[config.mk]
export PLATFORM = sky130hd
export DESIGN_NAME = tlb_lru_fifo_replacement_core
export DESIGN_NICKNAME = d
export VERILOG_FILES = /design/src/hdl/tlbrf_pkg.sv /design/src/hdl/tlb_lru_fifo_replacement_core.sv /design/src/hdl/tlbrf_ram.sv /design/src/hdl/tlbrf_scan.sv
export SDC_FILE = /design/constraint.sdc
export NUM_CORES = 2
export LEC_CHECK = 0
export ABC_CLOCK_PERIOD_IN_PS = 18250
export BUFFER_PORTS_ARGS = -buffer_cell sky130_fd_sc_hd__buf_2
export CAP_MARGIN = 20
export CORE_ASPECT_RATIO = 0.6
export CORE_MARGIN = 2
export CORE_UTILIZATION = 55
export CTS_BUF_LIST = sky130_fd_sc_hd__clkbuf_4 sky130_fd_sc_hd__clkbuf_8
export CTS_CLUSTER_DIAMETER = 60
export DETAILED_ROUTE_END_ITERATION = 6
export GPL_TIMING_DRIVEN = 0
export PLACE_DENSITY = 0.71
export SYNTH_ARGS = -nofsm -noshare
export SYNTH_HDL_FRONTEND = slang
export SYNTH_SLANG_ARGS = --single-unit
[constraint.sdc]
create_clock -name clk -period 18.25 [get_ports clk]
set_input_delay 0 -clock clk [delete_from_list [all_inputs] [get_ports clk]]
set_output_delay 0 -clock clk [all_outputs]
set_load 0.005 [all_outputs]
[src/hdl/tlbrf_pkg.sv]
`timescale 1ns / 1ps

package tlbrf_pkg;

  // Fixed field widths of the stream words
  localparam int FUNC_W  = 2;
  localparam int PAGE_W  = 20;
  localparam int FRAME_W = 20;
  localparam int SLOT_W  = 4;
  localparam int STAMP_W = 32;
  localparam int CNT_W   = 5;

  localparam int S_TDATA_W = 40;
  localparam int M_TDATA_W = 32;

  // Build defaults
  localparam int TLB_DEPTH_DEF = 16;
  localparam int PAGE_BITS_DEF = 20;

  // Operation codes carried in s_tuser
  localparam logic [FUNC_W-1:0] FUNC_LOOKUP = 2'd0;
  localparam logic [FUNC_W-1:0] FUNC_INSERT = 2'd1;
  localparam logic [FUNC_W-1:0] FUNC_FLUSH  = 2'd2;

  // Configuration register indexes
  localparam logic CFG_POLICY  = 1'b0;
  localparam logic CFG_ENTRIES = 1'b1;

  // Replacement policy codes
  localparam logic POLICY_LRU  = 1'b0;
  localparam logic POLICY_FIFO = 1'b1;

  localparam logic [CNT_W-1:0]   ENTRIES_RESET = 5'd16;
  localparam logic [STAMP_W-1:0] STAMP_MAX     = 32'hFFFF_FFFF;

  // Result of the shared compare unit for one entry
  typedef struct packed {
    logic match;   // stored page equals key
    logic less;    // entry stamp below best so far
  } scan_res_t;

  // Saturating stamp increment
  function automatic logic [STAMP_W-1:0] bump(input logic [STAMP_W-1:0] c);
    bump = (c == STAMP_MAX) ? c : c + STAMP_W'(1);
  endfunction

endpackage

[src/hdl/tlb_lru_fifo_replacement_core.sv]
`timescale 1ns / 1ps

// Fully associative translation buffer, LRU or FIFO replacement.
// Input words arrive on s_tvalid/s_tready: s_tuser holds the operation
// (lookup, insert, flush), s_tdata the page and frame. One result word per
// input leaves on m_tvalid/m_tready: hit flag, frame found and slot.
// Configuration words (policy, active entry count) arrive on cfg_valid /
// cfg_ready, which is always ready; write only while the buffer is idle.
// A lookup or insert walks the active entries one per cycle through the
// entry RAM and the shared compare unit, the RAM read port setting the
// pace. Flush and unknown codes skip the walk. The result is registered
// once the output register is free, and s_tready returns together with
// it. s_tready is high only while no item is in progress.
// The result sits in an output register; if the receiver stalls, the next
// item may still be taken and run, and it waits before its own result
// until the register is free.
// Reset (rst, synchronous) invalidates all entries, clears both stamp
// counters and sets policy to LRU and the active count to 16.
module tlb_lru_fifo_replacement_core #(
  parameter int TLB_DEPTH = tlbrf_pkg::TLB_DEPTH_DEF,
  parameter int PAGE_BITS = tlbrf_pkg::PAGE_BITS_DEF
) (
  input  logic                              clk,
  input  logic                              rst,
  // input words
  input  logic                              s_tvalid,
  output logic                              s_tready,
  input  logic [tlbrf_pkg::S_TDATA_W-1:0]   s_tdata,   // page[19:0], frame[39:20]
  input  logic [tlbrf_pkg::FUNC_W-1:0]      s_tuser,   // func[1:0]
  // result words
  output logic                              m_tvalid,
  input  logic                              m_tready,
  output logic [tlbrf_pkg::M_TDATA_W-1:0]   m_tdata,   // hit[0], frame_found[20:1], slot[24:21]
  // configuration writes
  input  logic                              cfg_valid,
  output logic                              cfg_ready,
  input  logic                              cfg_index,
  input  logic [tlbrf_pkg::CNT_W-1:0]       cfg_data
);

  localparam int IDX_W  = (TLB_DEPTH > 1) ? $clog2(TLB_DEPTH) : 1;
  localparam int SW     = tlbrf_pkg::STAMP_W;
  localparam int FW     = tlbrf_pkg::FRAME_W;
  localparam int WORD_W = PAGE_BITS + FW + 2 * SW;
  // entry word layout, low to high: fill stamp, use stamp, frame, page
  localparam int USE_LO  = SW;
  localparam int FRM_LO  = 2 * SW;
  localparam int PAGE_LO = 2 * SW + FW;

  typedef enum logic [3:0] {
    ST_IDLE  = 4'b0001,
    ST_SCAN  = 4'b0010,
    ST_WRITE = 4'b0100,
    ST_DONE  = 4'b1000
  } state_t;

  state_t state, state_next;

  // configuration
  logic                        policy;
  logic [tlbrf_pkg::CNT_W-1:0] entries_in_use;

  // held item
  logic [tlbrf_pkg::FUNC_W-1:0] func;
  logic [PAGE_BITS-1:0]         key_page;
  logic [FW-1:0]                in_frame;
  logic [IDX_W-1:0]             last_idx;

  // walk control
  logic             rd_more;
  logic [IDX_W-1:0] rd_idx;
  logic             eval_vld;
  logic [IDX_W-1:0] eval_idx;

  // search results
  logic             inv_found;
  logic [IDX_W-1:0] inv_idx;
  logic [IDX_W-1:0] best_idx;
  logic [SW-1:0]    best_stamp;
  logic [IDX_W-1:0] hit_idx;
  logic [FW-1:0]    hit_frame;
  logic [SW-1:0]    hit_fill;

  logic [TLB_DEPTH-1:0] valid;
  logic [SW-1:0]        use_counter;
  logic [SW-1:0]        fill_counter;

  // pending result
  logic                            res_hit;
  logic [FW-1:0]                   res_frame;
  logic [tlbrf_pkg::SLOT_W-1:0]    res_slot;

  // RAM port signals
  logic              wr_en;
  logic [IDX_W-1:0]  wr_addr;
  logic [WORD_W-1:0] wr_data;
  logic [WORD_W-1:0] rd_data;

  logic [SW-1:0]        entry_stamp;
  logic [IDX_W-1:0]     victim;
  logic [IDX_W-1:0]     last_calc;
  logic [SW-1:0]        use_bumped;
  logic [SW-1:0]        fill_bumped;
  tlbrf_pkg::scan_res_t scan;
  logic                 in_take;
  logic                 out_free;

  assign s_tready  = (state == ST_IDLE);
  assign cfg_ready = 1'b1;
  assign in_take   = s_tvalid && s_tready;
  assign out_free  = !m_tvalid || m_tready;

  // active count clamped to 1..TLB_DEPTH, kept as last index
  always_comb begin
    if (entries_in_use == '0) begin
      last_calc = '0;
    end else if (32'(entries_in_use) > 32'(TLB_DEPTH)) begin
      last_calc = IDX_W'(TLB_DEPTH - 1);
    end else begin
      last_calc = IDX_W'(entries_in_use - tlbrf_pkg::CNT_W'(1));
    end
  end

  // entry store and shared compare unit
  tlbrf_ram #(.WIDTH(WORD_W), .DEPTH(TLB_DEPTH), .AW(IDX_W)) u_ram (
    .clk     (clk),
    .wr_en   (wr_en),
    .wr_addr (wr_addr),
    .wr_data (wr_data),
    .rd_addr (rd_idx),
    .rd_data (rd_data)
  );

  assign entry_stamp = (policy == tlbrf_pkg::POLICY_FIFO) ? rd_data[SW-1:0]
                                                          : rd_data[USE_LO +: SW];

  tlbrf_scan #(.PAGE_BITS(PAGE_BITS)) u_scan (
    .key_page    (key_page),
    .entry_page  (rd_data[PAGE_LO +: PAGE_BITS]),
    .entry_stamp (entry_stamp),
    .best_stamp  (best_stamp),
    .res         (scan)
  );

  // write-back of a hit refresh or an insert
  assign use_bumped  = tlbrf_pkg::bump(use_counter);
  assign fill_bumped = tlbrf_pkg::bump(fill_counter);
  assign victim      = inv_found ? inv_idx : best_idx;
  assign wr_en       = (state == ST_WRITE);

  always_comb begin
    if (func == tlbrf_pkg::FUNC_INSERT) begin
      wr_addr = victim;
      wr_data = {key_page, in_frame, use_bumped, fill_bumped};
    end else begin
      wr_addr = hit_idx;
      wr_data = {key_page, hit_frame, use_bumped, hit_fill};
    end
  end

  // sequencer next state
  always_comb begin
    state_next = state;
    case (state)
      ST_IDLE: begin
        if (in_take) begin
          if (s_tuser == tlbrf_pkg::FUNC_LOOKUP || s_tuser == tlbrf_pkg::FUNC_INSERT) begin
            state_next = ST_SCAN;
          end else begin
            state_next = ST_DONE;
          end
        end
      end
      ST_SCAN: begin
        if (eval_vld) begin
          if (func == tlbrf_pkg::FUNC_LOOKUP && valid[eval_idx] && scan.match) begin
            state_next = ST_WRITE;
          end else if (eval_idx == last_idx) begin
            state_next = (func == tlbrf_pkg::FUNC_INSERT) ? ST_WRITE : ST_DONE;
          end
        end
      end
      ST_WRITE: state_next = ST_DONE;
      ST_DONE:  if (out_free) state_next = ST_IDLE;
      default:  state_next = ST_IDLE;
    endcase
  end

  always_ff @(posedge clk) begin
    if (rst) begin
      state          <= ST_IDLE;
      policy         <= tlbrf_pkg::POLICY_LRU;
      entries_in_use <= tlbrf_pkg::ENTRIES_RESET;
      valid          <= '0;
      use_counter    <= '0;
      fill_counter   <= '0;
      rd_more        <= 1'b0;
      eval_vld       <= 1'b0;
      m_tvalid       <= 1'b0;
    end else begin
      state <= state_next;

      // configuration writes
      if (cfg_valid && cfg_ready) begin
        case (cfg_index)
          tlbrf_pkg::CFG_POLICY:  policy         <= cfg_data[0];
          tlbrf_pkg::CFG_ENTRIES: entries_in_use <= cfg_data;
          default: ;
        endcase
      end

      // item accept
      if (in_take) begin
        func      <= s_tuser;
        key_page  <= PAGE_BITS'(s_tdata[tlbrf_pkg::PAGE_W-1:0]);
        in_frame  <= s_tdata[tlbrf_pkg::PAGE_W +: FW];
        last_idx  <= last_calc;
        rd_idx    <= '0;
        rd_more   <= 1'b1;
        eval_vld  <= 1'b0;
        inv_found <= 1'b0;
        res_hit   <= 1'b0;
        res_frame <= '0;
        res_slot  <= '0;
        if (s_tuser == tlbrf_pkg::FUNC_FLUSH) begin
          valid        <= '0;
          use_counter  <= '0;
          fill_counter <= '0;
        end
      end

      // walk: issue one read and evaluate the previous one each cycle
      if (state == ST_SCAN) begin
        if (rd_more) begin
          rd_idx  <= rd_idx + IDX_W'(1);
          rd_more <= (rd_idx != last_idx);
        end
        eval_vld <= rd_more;
        eval_idx <= rd_idx;
        if (eval_vld) begin
          if (func == tlbrf_pkg::FUNC_LOOKUP) begin
            if (valid[eval_idx] && scan.match) begin
              hit_idx   <= eval_idx;
              hit_frame <= rd_data[FRM_LO +: FW];
              hit_fill  <= rd_data[SW-1:0];
            end
          end else begin
            if (!valid[eval_idx] && !inv_found) begin
              inv_found <= 1'b1;
              inv_idx   <= eval_idx;
            end
            if (eval_idx == '0 || scan.less) begin
              best_idx   <= eval_idx;
              best_stamp <= entry_stamp;
            end
          end
        end
      end

      // write-back: stamps, valid bit, result
      if (state == ST_WRITE) begin
        use_counter <= use_bumped;
        res_slot    <= tlbrf_pkg::SLOT_W'(wr_addr);
        if (func == tlbrf_pkg::FUNC_INSERT) begin
          fill_counter    <= fill_bumped;
          valid[wr_addr]  <= 1'b1;
        end else begin
          res_hit   <= 1'b1;
          res_frame <= hit_frame;
        end
      end

      // output register
      if (state == ST_DONE && out_free) begin
        m_tvalid <= 1'b1;
        m_tdata  <= {7'b0, res_slot, res_frame, res_hit};
      end else if (m_tready) begin
        m_tvalid <= 1'b0;
      end
    end
  end

`ifndef SYNTHESIS
  a_eval_in_range: assert property (@(posedge clk) disable iff (rst)
    eval_vld |-> eval_idx <= last_idx)
    else $error("walk evaluated an entry beyond the active count");

  a_insert_sets_valid: assert property (@(posedge clk) disable iff (rst)
    wr_en && func == tlbrf_pkg::FUNC_INSERT |=> valid[$past(wr_addr)])
    else $error("inserted entry not marked valid");

  a_busy_after_take: assert property (@(posedge clk) disable iff (rst)
    in_take |=> !s_tready)
    else $error("ready again directly after taking a word");

  a_result_from_done: assert property (@(posedge clk) disable iff (rst)
    $rose(m_tvalid) |-> $past(state == ST_DONE))
    else $error("result presented outside the done step");
`endif

endmodule

[src/hdl/tlbrf_ram.sv]
`timescale 1ns / 1ps

module tlbrf_ram #(
  parameter int WIDTH = 8,
  parameter int DEPTH = 16,
  parameter int AW    = (DEPTH > 1) ? $clog2(DEPTH) : 1
) (
  input  logic             clk,
  input  logic             wr_en,
  input  logic [AW-1:0]    wr_addr,
  input  logic [WIDTH-1:0] wr_data,
  input  logic [AW-1:0]    rd_addr,
  output logic [WIDTH-1:0] rd_data
);

  logic [WIDTH-1:0] mem [DEPTH];

  // one write port, one registered read port
  always_ff @(posedge clk) begin
    if (wr_en) begin
      mem[wr_addr] <= wr_data;
    end
    rd_data <= mem[rd_addr];
  end

endmodule

[src/hdl/tlbrf_scan.sv]
`timescale 1ns / 1ps

module tlbrf_scan #(
  parameter int PAGE_BITS = tlbrf_pkg::PAGE_BITS_DEF
) (
  input  logic [PAGE_BITS-1:0]          key_page,
  input  logic [PAGE_BITS-1:0]          entry_page,
  input  logic [tlbrf_pkg::STAMP_W-1:0] entry_stamp,
  input  logic [tlbrf_pkg::STAMP_W-1:0] best_stamp,
  output tlbrf_pkg::scan_res_t          res
);

  // shared compare: page equality and stamp ordering for the entry in hand
  always_comb begin
    res.match = (entry_page == key_page);
    res.less  = (entry_stamp < best_stamp);
  end

endmodule

After elaboration in Yosys (flattened, before gate mapping)
Memory sizes are Yosys's and may differ from the RTL's. A register that Yosys moved wholly into a read port is not among the register bits.
Cells that the tools add are included.
{ "classes": {"bitwise": 4, "n_mul": 0, "n_eq_ne": 16, "magnitude_cmp": 5, "div": 0, "add_sub_neg": 4, "reduce_logical": 32, "n_mux": 56, "shifts": 0} }
{ "ops": {"columns": ["op", "n"], "rows": [
  ["2-to-1 mux 32 bit", 10],
  ["2-to-1 mux 84 bit", 1],
  ["2-to-1 mux 16 bit", 5],
  ["adder 32 x 1 -> 32 bit, second input constant", 2],
  ["== test 32 bit, second input constant", 2],
  ["2-to-1 mux 20 bit", 3],
  ["2-to-1 mux 4 bit", 15],
  ["< comparator 32 bit", 1],
  ["== test 20 bit", 1],
  ["2-to-1 mux 1 bit", 19],
  ["OR 16 bit", 1],
  ["case mux 4 bit (4 select lines)", 1],
  ["AND reduction 5 bit", 3],
  ["AND reduction 2 bit", 7],
  ["< comparator 4 x 5 -> 1 bit, second input constant", 2],
  ["nonzero test 2 bit", 4],
  ["logical AND 1 bit", 7],
  ["> comparator 5 bit, second input constant", 1],
  ["logical NOT 5 bit", 1],
  ["adder 4 x 1 -> 4 bit, second input constant", 1],
  ["binary-select mux 1 bit (select 4 bit)", 1],
  ["demux 1 bit (select 4 bit)", 1],
  ["== test 2 x 1 -> 1 bit, second input constant", 2],
  ["== test 4 x 1 -> 1 bit, second input constant", 1],
  ["other kinds (17)", 25]
]} }
{ "totals": {"reg_bits": 294, "ram_bits": 1664, "mem_count": 1, "in_bits": 53, "latch_bits": 0, "romBits": 0} }
{ "mem_list": {"columns": ["name", "depth", "width", "read_ports", "rd_clocked_by_memory_dff", "write_ports", "line", "rtl"], "rows": [
  ["u_ram.mem", 16, 104, 1, 1, 1, "tlbrf_ram.sv:16", "logic [WIDTH-1:0] mem [DEPTH];"]
]} }

Logic depth before layout (Yosys ltp)
{ "logic_depth": {"word_depth": 9, "depth_mapped": 11, "ltp_nobuf": 9} }

Hierarchy
From an unflattened synthesis, not the netlist that was laid out.
{ "unflattened": {"hier_cells": 4018, "area_unflattened_um2": 78486.5} }
{ "by_module_without_submodules": {"columns": ["mod", "n_inst", "cells_per_inst", "area_per_inst_um2"], "rows": [
  ["tlbrf_ram", 1, 2662, 64256.6],
  ["tlb_lru_fifo_replacement_core", 1, 1221, 13236.4],
  ["tlbrf_scan", 1, 135, 993.5]
]} }

Worst setup path after synthesis
Ideal clock, no wire load.
{ "synth_timing": {"kind": "register to register", "startpoint": "register func[0] (netlist name)", "endpoint": "memory u_ram.mem[2][0] (netlist name), enable pin", "arrival_ps": 8522, "setup_slack_ps": 9034, "period_less_slack_ps": 9216, "stages_incl_launch_ff": 8, "path_buffers": 2, "path_cell_list": "edfxtp_1 > nand2b_1 > clkbuf_1 > clkbuf_1 > nand2_1 > o21ai_0 > nand2_1 > nor3_1"} }
{ "synth_via": {"elab_chain_len": 2} }
{ "synth_rtl": {"columns": ["element", "line", "rtl"], "rows": [
  ["start, declared", "tlb_lru_fifo_replacement_core.sv:64", "logic [tlbrf_pkg::FUNC_W-1:0] func;"],
  ["start signal, assigned", "tlb_lru_fifo_replacement_core.sv:214", "func <= s_tuser;"],
  ["== test 2 x 1 -> 1 bit", "tlb_lru_fifo_replacement_core.sv:152", "if (func == tlbrf_pkg::FUNC_INSERT) begin"],
  ["2-to-1 mux 4 bit", "tlb_lru_fifo_replacement_core.sv:152", null],
  ["end, declared", "tlbrf_ram.sv:16", null]
]} }
No other way between the ends.

Final worst setup path
{ "layout_timing": {"startpoint": "register policy", "endpoint": "register best_stamp[7], enable pin"} }
{ "layout_via": {"elab_chain_len": 4} }
{ "layout_rtl": {"columns": ["element", "line", "rtl"], "rows": [
  ["start, declared", "tlb_lru_fifo_replacement_core.sv:60", "logic policy;"],
  ["start signal, assigned", "tlb_lru_fifo_replacement_core.sv:192", "policy <= tlbrf_pkg::POLICY_LRU;"],
  ["start signal, assigned", "tlb_lru_fifo_replacement_core.sv:206", "tlbrf_pkg::CFG_POLICY: policy <= cfg_data[0];"],
  ["2-to-1 mux 32 bit", "tlb_lru_fifo_replacement_core.sv:134", "assign entry_stamp = (policy == tlbrf_pkg::POLICY_FIFO) ? rd_data[SW-1:0]"],
  ["named net entry_stamp[2]", "tlb_lru_fifo_replacement_core.sv:99", "logic [SW-1:0] entry_stamp;"],
  ["< comparator 32 bit", "tlbrf_scan.sv:16", "res.less = (entry_stamp < best_stamp);"],
  ["logical OR 1 bit", "tlb_lru_fifo_replacement_core.sv:252", "if (eval_idx == '0 || scan.less) begin"],
  ["AND reduction 5 bit (no source line)", null, null],
  ["end signal, assigned", "tlb_lru_fifo_replacement_core.sv:254", "best_stamp <= entry_stamp;"],
  ["end, declared", "tlb_lru_fifo_replacement_core.sv:79", "logic [SW-1:0] best_stamp;"]
]} }
The timed path passes the listed nets, and every way through them passes these cells.
A chain may end at the register's enable or synchronous reset.

==> flow_metrics.env <==
export IMPL_worst_slew_pin_slew_ns=1.18
export IMPL_period_share_pct=28.1
export IMPL_rsz0062_at_grt="no"
export IMPL_pin_count=88
export IMPL_numPortBuffers=78
export IMPL_grt_start_max_net_pins=36
export IMPL_die_area_um2=145000
export IMPL_drtIter0Drc=6540
export IMPL_p_int_mw=7.43
export IMPL_p_leak_nw=31.2
export IMPL_finalNonFillerCells=6589
export IMPL_cts_resized=0
export IMPL_grt_usage_pct=27.8
export IMPL_synth_xor_area_share_pct=1.01
export IMPL_syn_to_final_growth_pct=17.4
export IMPL_postSynthAreaPerCell_um2=21.1
export IMPL_synth_most_common_cell="edfxtp_1"
export IMPL_dp_final_hpwl_um=130000
export IMPL_yosys_mux_area_fraction_pct=15.7
export IMPL_synth_async_reset_ratio_pct=0
export IMPL_ir_drop_uv=73.4
export IMPL_synth_cell_types=69
export IMPL_die_h_um=296
export IMPL_synth_top_family_by_area="multiplexers"
export IMPL_cts_tree="done"
export IMPL_dp_cells=5918
export IMPL_vias_per_cell=6.32
export IMPL_synth_fa_ha_area_share_pct=0.560
export IMPL_cts_sink_count=2062
export IMPL_wl_per_cell_um=30.5
export IMPL_start_util_pct=55.3
export IMPL_synth_top_area_cell="edfxtp_1"
export IMPL_antenna_found_initial=10
export IMPL_synthCells=3709
export IMPL_std_cell_rows=107
export IMPL_min_period_ns=5.14
export IMPL_synth_compound_area_share_pct=2.03
export IMPL_outcome="finished, violations left"
export IMPL_yosysWarnings=0
export IMPL_slew_headroom_pct=21.1
export IMPL_fin_nets=4549
export IMPL_clk_latency_ns=0.99
export IMPL_dieWidth_um=491
export IMPL_grt_overflow_total=0
export IMPL_synth_common_cells="1865 x edfxtp_1, 525 x mux4_2, 212 x nand2_1"
export IMPL_hold_class="in2reg"
export IMPL_grt_pass1_vias=40900
export IMPL_gp_congestion=0.890
export IMPL_cts_buffers=296
export IMPL_max_freq_mhz=195
export IMPL_final_antenna_net_count=0
export IMPL_startpoint_type="register"
export IMPL_worst_slack_ns=13.11
export IMPL_cts_clk_slew_worst_paths_ns=0.07
export IMPL_cap_violations=0
export IMPL_critPathCaptureType="register"
export IMPL_fin_worst_skew_ns=0.0556
export IMPL_final_hold_violation_count=0
export IMPL_synth_edf_count=1865
export IMPL_violations="design-rule violations"
export IMPL_fill_cells=9032
export IMPL_stdcell_area_um2=91900
export IMPL_drive_above_1_share_pct=30.9
export IMPL_cts_buffer_depth=4
export IMPL_worst_setup_path_type="reg2reg"
export IMPL_num_vias=41600
export IMPL_slew_viol_final=0
export IMPL_slowest_stage="clkbuf_1"
export IMPL_power_mw=9.52
export IMPL_place_ws_ns=13.29
export IMPL_crit_required_ns=18.91
export IMPL_synth_area_leaders="edfxtp_1 72%, mux4_2 15%, dfxtp_1 5.0%"
export IMPL_netSwitchingFraction_pct=22.0
export IMPL_cpLargestDelayFamily="buffers and inverters"
export IMPL_setup_tns_final_ns=0
export IMPL_seqPwrFrac_pct=55.0
export IMPL_fin_util_pct=64.9
export IMPL_ys_ff_latch=2062
export IMPL_postPlaceCellArea_um2=84300
export IMPL_core_um2=142000
export IMPL_cts_htree_levels=5
export IMPL_power_frac_comb_pct=6.0
export IMPL_worst_path_max_fanout=10
export IMPL_p_per_area_nw_per_um2=104
export IMPL_netlist_area_leader_share_pct=71.6
export IMPL_grt_pass1_wl_um=288000
export IMPL_crit_arrival_ns=5.80
export IMPL_pwr_share_clk_pct=39.0
export IMPL_whs_ns=0.107
export IMPL_yosysSeqAreaShare_pct=76.6
export IMPL_cts_root_buf="clkbuf_8"
export IMPL_p_switching_mw=2.09
export IMPL_synth_area_um2=78200
export IMPL_drcViolationCount=1
export IMPL_wl_um=201000
export IMPL_setup_viol=0
export IMPL_first_pass_iters=7
export IMPL_synth_main_ff_cell="edfxtp_1"
export IMPL_crit_chain="clkbuf_1, clkbuf_1, mux2_2, ha_1, or4b_2, a21oi_1, o21ai_0, a21oi_1, nor3b_1, o41ai_2, buf_4, buf_6, buf_4"
export IMPL_synthSimpleGateAreaFrac_pct=2.88
export IMPL_slowest_delay_ns=0.73
export IMPL_path_buf_inv=5
[logic make-up (layout without fill, tap and decap cells)]
family | after synthesis | in the layout
mux | 563 | 563
buf+inv | 234 | 1199
compound gates | 266 | 266
flops | 2062 | 2062
fa+ha+maj | 35 | 35
xor+xnor | 90 | 90
other cells | 2 | 10
simple gates | 457 | 457
[metal layers]
metal,share of wire [%],vias up,track usage [%]
met5,0.011,-,0
met1,41,21800,42.6
met4,2.3,4,8.34
met2,44,2766,39.4
met3,13,306,7.56
li1,-,16800,-
[tightest hold or removal path: cells and delay by family]
family | cells | cell delay, ns
buffers and inverters | 3 | 0.76
and+or+nand+nor | 1 | 0.06
AOI/OAI and AO/OA | 2 | 0.21
[flip-flops by register name, summed over array words and instances, names as in the netlist, 5 cells and up]
name            flops
in_frame           20
hit_fill           32
key_page           20
m_tdata            25
u_ram.mem        1664
best_stamp         32
u_ram.rd_data     104
use_counter        32
fill_counter       32
res_frame          20
hit_frame          20
valid              16
entries_in_use      5
[what timing repair did]
item                       CTS  global route
hold buffers               113             0
setup buffers                0             0
hold endpoints to repair   178             0
setup endpoints to repair    0             0
[cell type report]
| type | instances | area (um^2) | share of cell area [%] |
|---|---|---|---|
| flip-flops and latches | 2062 | 59900 | 65.3 |
| multi-input cells | 1419 | 17500 | 19.1 |
| clock buffers | 453 | 5470 | 5.96 |
| repair buffers | 448 | 5140 | 5.60 |
| well taps | 1907 | 2390 | 2.60 |
| plain buffers | 186 | 778 | 0.847 |
| clock inverters | 64 | 449 | 0.489 |
| inverters | 48 | 180 | 0.196 |
| diodes | 2 | 5.00 | 0.00545 |
[worst paths after layout]
kind | start | endpoint | slack, ns | cells past startpoint
max | policy$_SDFFE_PP0P_ | best_stamp[7]$_DFFE_PP_ | 13.11 | 13
min | s_tvalid | state[0]$_SDFFE_PP1P_ | 0.11 | 6
min reg2reg | u_ram.rd_data[73]$_DFF_P_ | hit_frame[9]$_DFFE_PP_ | 0.40 | 0
max reg2reg | policy$_SDFFE_PP0P_ | best_stamp[7]$_DFFE_PP_ | 13.11 | 13
[placed cells by master, fill, tap and decap left out, types with 26 or more instances in the layout]
cell	n
nand2_1	212
buf_4	56
clkinv_1	35
buf_2	100
o21ai_0	116
xnor2_1	62
a22o_1	27
buf_12	61
nand4_1	33
clkbuf_8	331
buf_6	64
mux2_2	32
edfxtp_1	1865
mux4_2	525
clkbuf_4	122
xor2_1	26
a21oi_1	47
ha_1	35
buf_8	61
buf_1	36
nor2_1	52
inv_1	47
nand3_1	29
dlygate4sd3_1	113
dfxtp_1	197
clkbuf_1	126
[power groups by stage]
stage / Clock (mW) / Sequential (mW) / Combinational (mW)
finish: 3.71 / 5.23 / 0.574
global route: 3.95 / 5.23 / 0.604
CTS: 3.75 / 5.23 / 0.556
detailed placement: 0 / 5.33 / 0.536
global placement: 0 / 5.33 / 0.499
floorplan: 0 / 5.29 / 0.338
(Power assumes the default switching activity.)
